--- config.mk ---
export PLATFORM = sky130hd
export DESIGN_NAME = per_vcpu_timer_compare_regs_unit
export DESIGN_NICKNAME = d
export VERILOG_FILES = /design/src/rtl/ptcr_pkg.sv /design/src/rtl/per_vcpu_timer_compare_regs_unit.sv /design/src/rtl/ptcr_entry_update.sv
export SDC_FILE = /design/constraint.sdc
export NUM_CORES = 2
export LEC_CHECK = 0
export ABC_AREA = 1
export CAP_MARGIN = 20
export CORE_UTILIZATION = 60
export CTS_CLUSTER_SIZE = 30
export DETAILED_ROUTE_END_ITERATION = 8
export DONT_BUFFER_PORTS = 1
export PLACE_DENSITY_LB_ADDON = 0.1
export SLEW_MARGIN = 10
export SYNTH_ARGS = -nofsm -noshare
export SYNTH_HDL_FRONTEND = slang
export SYNTH_SLANG_ARGS = --single-unit
--- constraint.sdc ---
create_clock -name clk_i -period 7.7 [get_ports clk_i]
set_clock_uncertainty 0.15 [all_clocks]
set_input_delay 1.155 -clock clk_i [delete_from_list [all_inputs] [get_ports clk_i]]
set_output_delay 1.155 -clock clk_i [all_outputs]
set_load 0.01 [all_outputs]
--- src/rtl/ptcr_pkg.sv ---
`timescale 1ns / 1ps
`default_nettype none
// ----------------------------------------------------------------------------
// Per-vcpu timer comparator package
// Shared constants, opcodes and structures of the per-vcpu timer block.
// ----------------------------------------------------------------------------
package ptcr_pkg;

  localparam int unsigned NumVcpus = 8;
  localparam int unsigned VcpuIdxW = (NumVcpus > 1) ? $clog2(NumVcpus) : 1;

  localparam int unsigned CtlEnableBit = 0;
  localparam int unsigned CtlImaskBit  = 1;

  localparam logic [2:0]  CtlReset = 3'd2;
  localparam logic [63:0] TvalDisabledValue = 64'h0000_0000_FFFF_FFFF;

  typedef enum logic [2:0] {
    OP_CTL_READ   = 3'd0,
    OP_CTL_WRITE  = 3'd1,
    OP_CVAL_READ  = 3'd2,
    OP_CVAL_WRITE = 3'd3,
    OP_TVAL_READ  = 3'd4,
    OP_TVAL_WRITE = 3'd5,
    OP_TICK       = 3'd6
  } op_e;

  typedef struct packed {
    logic [2:0]  ctl;
    logic [63:0] cval;
    logic        armed;
    logic [63:0] deadline;
  } entry_t;

  typedef struct packed {
    logic [2:0]  opcode;
    logic [63:0] write_data;
    logic [63:0] counter_now;
  } item_t;

  typedef struct packed {
    logic [63:0] read_data;
    logic        inject_irq;
    logic        remove_irq;
  } result_t;

endpackage
`default_nettype wire

--- src/rtl/per_vcpu_timer_compare_regs_unit.sv ---
`timescale 1ns / 1ps
`default_nettype none
// ----------------------------------------------------------------------------
// Per-vcpu generic timer comparator
// Holds the CTL, CVAL and armed deadline of each vcpu's physical timer and
// answers register accesses and ticks with one result per item.
// ----------------------------------------------------------------------------
// The block takes one item per clock cycle while its output is not stalled.
// The item is captured in an input register, the addressed vcpu entry is
// read, compared and rewritten as the result is loaded, and the result is
// held in an output register until it is taken. The entry table is read
// and written in the same cycle as the result register is loaded, so
// back-to-back items to one vcpu see each other's updates. Items for a
// vcpu index beyond the table and unused opcodes give an all-zero result.
module per_vcpu_timer_compare_regs_unit (
  input  wire logic        clk_i,
  input  wire logic        rst_ni,
  input  wire logic        in_valid_i,
  output      logic        in_stall_o,
  input  wire logic [2:0]  opcode_i,
  input  wire logic [2:0]  vcpu_i,
  input  wire logic [63:0] write_data_i,
  input  wire logic [63:0] counter_now_i,
  output      logic        out_valid_o,
  input  wire logic        out_stall_i,
  output      logic [63:0] read_data_o,
  output      logic        inject_irq_o,
  output      logic        remove_irq_o
);

  logic                          in_valid_q;
  logic [2:0]                    vcpu_q;
  ptcr_pkg::item_t               item_q;
  logic                          out_valid_q;
  ptcr_pkg::result_t             result_q;
  ptcr_pkg::entry_t              entries_q [ptcr_pkg::NumVcpus];
  ptcr_pkg::entry_t              entry_rd;
  ptcr_pkg::entry_t              entry_d;
  ptcr_pkg::result_t             result_d;
  logic [ptcr_pkg::VcpuIdxW-1:0] vcpu_idx;
  logic                          in_range;
  logic                          out_load;
  logic                          in_load;

  assign out_load   = !out_valid_q || !out_stall_i;
  assign in_stall_o = in_valid_q && !out_load;
  assign in_load    = !in_stall_o;

  assign vcpu_idx = ptcr_pkg::VcpuIdxW'(vcpu_q);
  assign in_range = int'(vcpu_q) < ptcr_pkg::NumVcpus;
  assign entry_rd = entries_q[vcpu_idx];

  ptcr_entry_update u_entry_update (
    .item_i   (item_q),
    .entry_i  (entry_rd),
    .entry_o  (entry_d),
    .result_o (result_d)
  );

  always_ff @(posedge clk_i or negedge rst_ni) begin
    if (!rst_ni) begin
      in_valid_q <= 1'b0;
    end else if (in_load) begin
      in_valid_q <= in_valid_i;
    end
  end

  always_ff @(posedge clk_i) begin
    if (in_load && in_valid_i) begin
      vcpu_q             <= vcpu_i;
      item_q.opcode      <= opcode_i;
      item_q.write_data  <= write_data_i;
      item_q.counter_now <= counter_now_i;
    end
  end

  always_ff @(posedge clk_i or negedge rst_ni) begin
    if (!rst_ni) begin
      for (int i = 0; i < ptcr_pkg::NumVcpus; i++) begin
        entries_q[i].ctl      <= ptcr_pkg::CtlReset;
        entries_q[i].cval     <= '0;
        entries_q[i].armed    <= 1'b0;
        entries_q[i].deadline <= '0;
      end
    end else if (in_valid_q && out_load && in_range) begin
      entries_q[vcpu_idx] <= entry_d;
    end
  end

  always_ff @(posedge clk_i or negedge rst_ni) begin
    if (!rst_ni) begin
      out_valid_q <= 1'b0;
    end else if (out_load) begin
      out_valid_q <= in_valid_q;
    end
  end

  always_ff @(posedge clk_i) begin
    if (out_load && in_valid_q) begin
      result_q <= in_range ? result_d : '0;
    end
  end

  assign out_valid_o  = out_valid_q;
  assign read_data_o  = result_q.read_data;
  assign inject_irq_o = result_q.inject_irq;
  assign remove_irq_o = result_q.remove_irq;

endmodule
`default_nettype wire

--- src/rtl/ptcr_entry_update.sv ---
`timescale 1ns / 1ps
`default_nettype none
// ----------------------------------------------------------------------------
// Per-vcpu timer entry update
// Computes the result of one access or tick and the new state of the
// addressed vcpu's timer entry.
// ----------------------------------------------------------------------------
module ptcr_entry_update (
  input  ptcr_pkg::item_t   item_i,
  input  ptcr_pkg::entry_t  entry_i,
  output ptcr_pkg::entry_t  entry_o,
  output ptcr_pkg::result_t result_o
);

  logic        timer_on;
  logic        new_on;
  logic [63:0] tval_ext;
  logic [63:0] new_cval;
  logic [63:0] sched_cval;
  logic        sched_below;
  logic [63:0] tval_diff;
  logic        tick_due;

  assign timer_on = entry_i.ctl[ptcr_pkg::CtlEnableBit] & ~entry_i.ctl[ptcr_pkg::CtlImaskBit];
  assign new_on   = item_i.write_data[ptcr_pkg::CtlEnableBit]
                  & ~item_i.write_data[ptcr_pkg::CtlImaskBit];
  assign tval_ext = {{32{item_i.write_data[31]}}, item_i.write_data[31:0]};
  assign new_cval = (item_i.opcode == ptcr_pkg::OP_CVAL_WRITE) ? item_i.write_data
                                                               : tval_ext + item_i.counter_now;
  assign sched_cval = ((item_i.opcode == ptcr_pkg::OP_CVAL_WRITE) ||
                       (item_i.opcode == ptcr_pkg::OP_TVAL_WRITE)) ? new_cval : entry_i.cval;
  assign sched_below = sched_cval < item_i.counter_now;
  assign tval_diff   = entry_i.cval - item_i.counter_now;
  assign tick_due    = entry_i.armed && (item_i.counter_now >= entry_i.deadline);

  always_comb begin
    entry_o  = entry_i;
    result_o = '0;
    unique case (item_i.opcode)
      ptcr_pkg::OP_CTL_READ: begin
        result_o.read_data = {61'd0, sched_below, entry_i.ctl[1:0]};
      end
      ptcr_pkg::OP_CTL_WRITE: begin
        entry_o.ctl = item_i.write_data[2:0];
        if (!timer_on && new_on) begin
          if (sched_below) begin
            result_o.inject_irq = 1'b1;
          end else begin
            entry_o.armed    = 1'b1;
            entry_o.deadline = entry_i.cval;
          end
        end
      end
      ptcr_pkg::OP_CVAL_READ: begin
        result_o.read_data = entry_i.cval;
      end
      ptcr_pkg::OP_CVAL_WRITE, ptcr_pkg::OP_TVAL_WRITE: begin
        entry_o.cval = new_cval;
        if (timer_on) begin
          result_o.remove_irq = 1'b1;
          if (sched_below) begin
            entry_o.armed       = 1'b0;
            result_o.inject_irq = 1'b1;
          end else begin
            entry_o.armed    = 1'b1;
            entry_o.deadline = new_cval;
          end
        end
      end
      ptcr_pkg::OP_TVAL_READ: begin
        if (!entry_i.ctl[ptcr_pkg::CtlEnableBit]) begin
          result_o.read_data = ptcr_pkg::TvalDisabledValue;
        end else begin
          result_o.read_data = {32'd0, tval_diff[31:0]};
        end
      end
      ptcr_pkg::OP_TICK: begin
        if (tick_due) begin
          entry_o.armed       = 1'b0;
          result_o.inject_irq = 1'b1;
        end
      end
      default: begin
        entry_o  = entry_i;
        result_o = '0;
      end
    endcase
  end

endmodule
`default_nettype wire

* Yosys cells after proc, flatten, opt, wreduce, memory -nomap -nowiden *
Index checks and enable logic that the tools add are counted.

operators by class
  add/subtract/negate cells = 2
  magnitude comparators = 4
  eq/ne operators = 6
  multiplexer cells = 25
  bitwise operators = 5
  reduce and logical (&&, ||, !) cells = 15

operator list
  cell                count
  $bwmux 1056         1
  $bmux 132 s3        1
  $demux 132 s3       1
  $mux 132            3
  $mux 64             4
  $mux 65             3
  $pmux 64 s3         1
  $pmux 64 s2         1
  $add 64x64->64      1
  $ge 64x64->1        1
  $lt 64x64->1        1
  $mux 32             1
  $sub 32x32->32      1
  $eq 3x3->1 const B  3
  $eq 3x2->1 const B  2
  $logic_and 1x1->1   6
  $pmux 1 s3          2
  $logic_not 1->1     5
  $mux 1              5
  $ge 4x4->1 const B  1
  $lt 4x1->1 const B  1
  $not 3->4           1
  $eq 3x1->1 const B  1
  $logic_not 3->1     1
  6 further kinds     9

storage, ports and cells
  flip-flop bits (word level) = 1258
  bits of input ports = 138

* Depth between registers and ports, before layout *
  depth in word-level cells = 11
  depth in mapped cells = 35

* By module *
Synthesis repeated with hierarchy kept, for this count alone.

second synthesis, totals
  cells, all modules = 10225
  area total of the unflattened synthesis = 71762.6 sq um

modules (own cells, without submodules)
  module                            instances  cells an instance  area an instance (sq um)
  per_vcpu_timer_compare_regs_unit  1          7468               57422.6
  ptcr_entry_update                 1          2757               14340.0

* Worst setup path after synthesis *
OpenSTA, ideal clock, no wires.

  path kind = input to register
  from = input port out_stall_i
  to = register entries_q[600] (netlist bit)
  setup time = 0.066 ns
  data arrival time = 6.270 ns
  data required time = 7.484 ns
  setup slack = 1.215 ns
  stages on the path = 9
  path buffers = 2
  cells stage by stage = nand2_1 -> inv_1 -> nor2_1 -> clkinv_1 -> nor2_1 -> clkbuf_1 -> buf_1 -> nand2_1 -> nand2_1

on the way
  cells in the longest elaborated chain, start to end = 3

RTL lines
  element                        line                                    RTL
  start, declared                per_vcpu_timer_compare_regs_unit.sv:25  input wire logic out_stall_i,
  $logic_not 1->1                per_vcpu_timer_compare_regs_unit.sv:45  assign out_load = !out_valid_q || !out_stall_i;
  $logic_or 1x1->1               per_vcpu_timer_compare_regs_unit.sv:45
  $logic_and 1x1->1              per_vcpu_timer_compare_regs_unit.sv:85  end else if (in_valid_q && out_load && in_range) begin
  end signal, assigned by index  per_vcpu_timer_compare_regs_unit.sv:86  entries_q[vcpu_idx] <= entry_d;
  end, declared                  per_vcpu_timer_compare_regs_unit.sv:36  ptcr_pkg::entry_t entries_q [ptcr_pkg::NumVcpus];

No other way between the ends.
A chain may end at the register's enable or synchronous reset.

* Worst setup path in the final report *
  from = register item_q[0] (netlist bit)
  to = register entries_q[528] (netlist bit)

on the way
  cells in the longest elaborated chain, start to end = 8
  elaborated cells on any way between the ends = 10
  classes of those cells = 1 x add/sub; 1 x order compare; 8 x mux

RTL lines
  element                                    line                                              RTL
  start, declared                            per_vcpu_timer_compare_regs_unit.sv:33            ptcr_pkg::item_t item_q;
  $add 64x64->64                             ptcr_entry_update.sv:29                           : tval_ext + item_i.counter_now;
  $mux 64                                    ptcr_entry_update.sv:28                           assign new_cval = (item_i.opcode == ptcr_pkg::OP_CVAL_WRITE) ? item_i.write_data
  $mux 64                                    ptcr_entry_update.sv:31                           (item_i.opcode == ptcr_pkg::OP_TVAL_WRITE)) ? new_cval : entry_i.cval;
  $lt 64x64->1                               ptcr_entry_update.sv:32                           assign sched_below = sched_cval < item_i.counter_now;
  $mux 64 / $mux 65 (equally long branches)  ptcr_entry_update.sv:61, ptcr_entry_update.sv:46
  $mux 65, on equally long branches          ptcr_entry_update.sv:59, ptcr_entry_update.sv:45
  $pmux 64 s2 (*)                            ptcr_entry_update.sv:39                           unique case (item_i.opcode)
  $bwmux 1056 (*)                            per_vcpu_timer_compare_regs_unit.sv:86

Every way passes the cells marked *; elsewhere a longest branch is shown, timed or not.

==> results_dict.tcl <==
set metrics [dict create \
    run_status "finished clean" \
    dr_wl_met3_mm 33.8 \
    die_area_um2 111000 \
    p_leak_nw 36.1 \
    crit_top_cell "nand2_1" \
    worstPathArrival_ns 7.92 \
    hold_viol_final 0 \
    antenna_found_initial 12 \
    ant_nets 0 \
    yosysTopAreaCell "dfrtp_1" \
    cp-end-kind "flop" \
    tns_ns 0 \
    whs_ns 0.123 \
    cp_slowest_cell "o21ai_1" \
    register_area_um2 32300 \
    pin_count 206 \
    initial_core_util_pct 60.9 \
    synth.area.top_cells "dfrtp_1 (40%), nand2_1 (19%), edfxtp_1 (9.2%)" \
    cts.sinks 1250 \
    htreeDepth 4 \
    setup_ws_ns 0.274 \
    multi_input_area_um2 28700 \
    synth_top_area_share_pct 39.8 \
    critPathLaunchType "flop" \
    met2_length_mm 106 \
    wl_met1_mm 94.6 \
    max_slew_margin_pct 15.8 \
    track_usage_pct 45.4 \
    viasPerCell 6.37 \
    cts_buffer_depth 3 \
    fin_crit_sh_pct 96.4 \
    drtIter0Drc 8587 \
    ys_warn_count 0 \
    finalWirelength_mm 253 \
    synth_edf_count 200 \
    fmaxAchievable_mhz 135 \
    dp_slack_ns 0.705 \
    place.gp.congestion 1.03 \
    crit_type "flop to flop" \
    setup_viol 0 \
    io_buffer_count 0 \
    hold_class "input port to async pin" \
    drv_slew 0 \
    synth_cells 8196 \
    ys_ff_latch 1250 \
    dr.pass1.iters 7 \
    synthArstFlopShare_pct 84.0 \
    die_w_um 333 \
    crit_family "simple AND/OR/NAND/NOR gates" \
    cts_setup_buffers 0 \
    clk_latency_ns 0.78 \
    critical_path_buf_inv_count 4 \
    ys.flop_type "dfrtp_1" \
    grt_pass1_vias 57600 \
    synth_area_per_cell_um2 8.00 \
    fillers 8945 \
    ys_types 58 \
    wl_per_cell_um 26.5 \
    layout_min_cycle_time_ns 7.43 \
    hpwl_mm 155 \
    grt_first_pass_wirelength_mm 372 \
    final_nets 8394 \
    cts_tree "yes" \
    tightestPinTransition_ns 1.26 \
    max_stage_delay_ns 0.80 \
    syn-num-nets 8557 \
    clockRootBuffer "clkbuf_16" \
    drc 0 \
    worstPathRequired_ns 8.20 \
    cap_violations 0 \
    core_um2 108000 \
    top_layer_used "met5" \
    vias 60800 \
    rows 120 \
    ir_drop_uv 240 \
    layout-drive-gt1-share_pct 6.27 \
    crit_fanout 15 \
    rsz0062_at_grt "no" \
    dieHeight_um 333 \
    grt_max_degree 1051 \
    numCtsBuffers 136 \
    ys_seq_area_share_pct 49.2 \
    clk_pin_slew_ns 0.06 \
    area_delta_synth_final_pct 9.39 \
    synth_area_um2 65600 \
    power_density_nw_per_um2 314 \
    overflow 0 \
]
==> path summary, 6_finish.rpt <==
| check | from | endpoint | slack [ns] | depth (start not counted) |
|---|---|---|---|---|
| worst min-delay path | rst_ni | entries_q[615]$_DFFE_PN0P_ | 0.12 | 1 |
| worst max register to register | item_q[0]$_DFFE_PP_ | entries_q[528]$_DFFE_PN0P_ | 0.27 | 33 |
| worst max-delay path | item_q[0]$_DFFE_PP_ | entries_q[528]$_DFFE_PN0P_ | 0.27 | 33 |
| min in group clk_i | counter_now_i[38] | item_q[38]$_DFFE_PP_ | 0.32 | 0 |
| worst min register to register | entries_q[576]$_DFFE_PN0P_ | entries_q[576]$_DFFE_PN0P_ | 0.33 | 2 |
| max in group asynchronous | rst_ni | entries_q[125]$_DFFE_PN0P_ | 5.04 | 3 |
==> layer usage <==
| layer | vias up | GRT usage (%) |
|---|---|---|
| met4 | 8 | 27.0 |
| met5 | - | 0 |
| li1 | 26600 | - |
| met3 | 960 | 11.2 |
| met1 | 29000 | 61.0 |
| met2 | 4284 | 66.7 |
==> sequential cells by signal (all words and copies together), names as in the netlist <==
register	count
read_data_o	64
inject_irq_o	1
out_valid_o	1
vcpu_idx	3
remove_irq_o	1
entries_q	1048
in_valid_q	1
item_q	131
==> per-stage QoR <==
step | power [mW] | cells | area, um2 | util (%)
after global routing | 23.5 | 9543 | 71700 | 66.6
final | 22.5 | 9549 | 71700 | 66.6
after floorplan | 13.3 | 8196 | 65600 | -
after global placement | 15.2 | 9289 | 66900 | 62.1
after detailed placement | 15.4 | 9289 | 66900 | 62.1
after CTS | 22.2 | 9532 | 71500 | 66.4
==> where the power goes <==
group	switching [mW]	internal (mW)
registers	0.897	8.46
logic	4.44	1.90
clock network	2.85	4.01
==> final cells by class <==
type | count | share of cell area [%]
multi-input combinational | 5746 | 40.0
sequential | 1250 | 45.0
clock buffer | 188 | 5.38
inverter | 765 | 4.06
clock inverter | 55 | 1.08
antenna | 8 | 0.0279
timing repair buffer | 134 | 1.99
tap | 1403 | 2.45
==> worst register-to-register path, delay by kind of cell (launching register included) <==
family / cells / cell delay, ns
buffers and inverters: 4 / 0.72
DFF: 1 / 0.45
and+or+nand+nor: 19 / 2.96
AOI/OAI and AO/OA: 7 / 2.21
adders and majority gates: 3 / 0.82
==> timing repair <==
action,4_1_cts,5_1_grt
setup endpoints to repair,0,0
endpoints found under the hold margin,287,70
gates resized for setup,0,0
==> cells in the mapped netlist (13+ instances only) <==
cell type / n
nor2_1: 229
clkbuf_1: 298
a22oi_1: 38
a221oi_1: 185
a21boi_0: 13
nand3_1: 374
nand3_2: 62
nand4_1: 79
xor2_1: 21
inv_2: 13
buf_2: 23
a22o_1: 134
dfrtp_1: 1042
inv_1: 746
o21ai_0: 525
nand2_1: 3298
xnor2_1: 16
a21oi_1: 175
edfxtp_1: 200
o21ai_1: 49
o21ai_2: 19
o22ai_1: 119
or2_2: 27
buf_1: 78
a31oi_1: 19
o21bai_1: 14
ha_1: 221
nor3_1: 21
buf_6: 25
==> cells by family after synthesis <==
logic type	share of synthesized area, %
flip-flops	49.2
XOR/XNOR	0.494
adder cells (fa/ha/maj)	4.28
AND/OR/NAND/NOR	25.6
AO/OA/AOI/OAI	13.1
buffers and inverters	7.26
==> placed cells by master (no fill, tap or decap), types with 102 or more instances in the layout <==
master,Yosys,final
nand2_1,3298,3298
dfrtp_1,1042,1042
edfxtp_1,200,200
a221oi_1,185,185
a21oi_1,175,175
nor2_1,229,217
o21ai_0,525,525
nand3_1,374,373
a22o_1,134,134
o22ai_1,119,119
buf_4,11,102
clkbuf_16,0,139
ha_1,221,221
inv_1,746,741
Note: power is estimated with default switching activity, not from simulation.
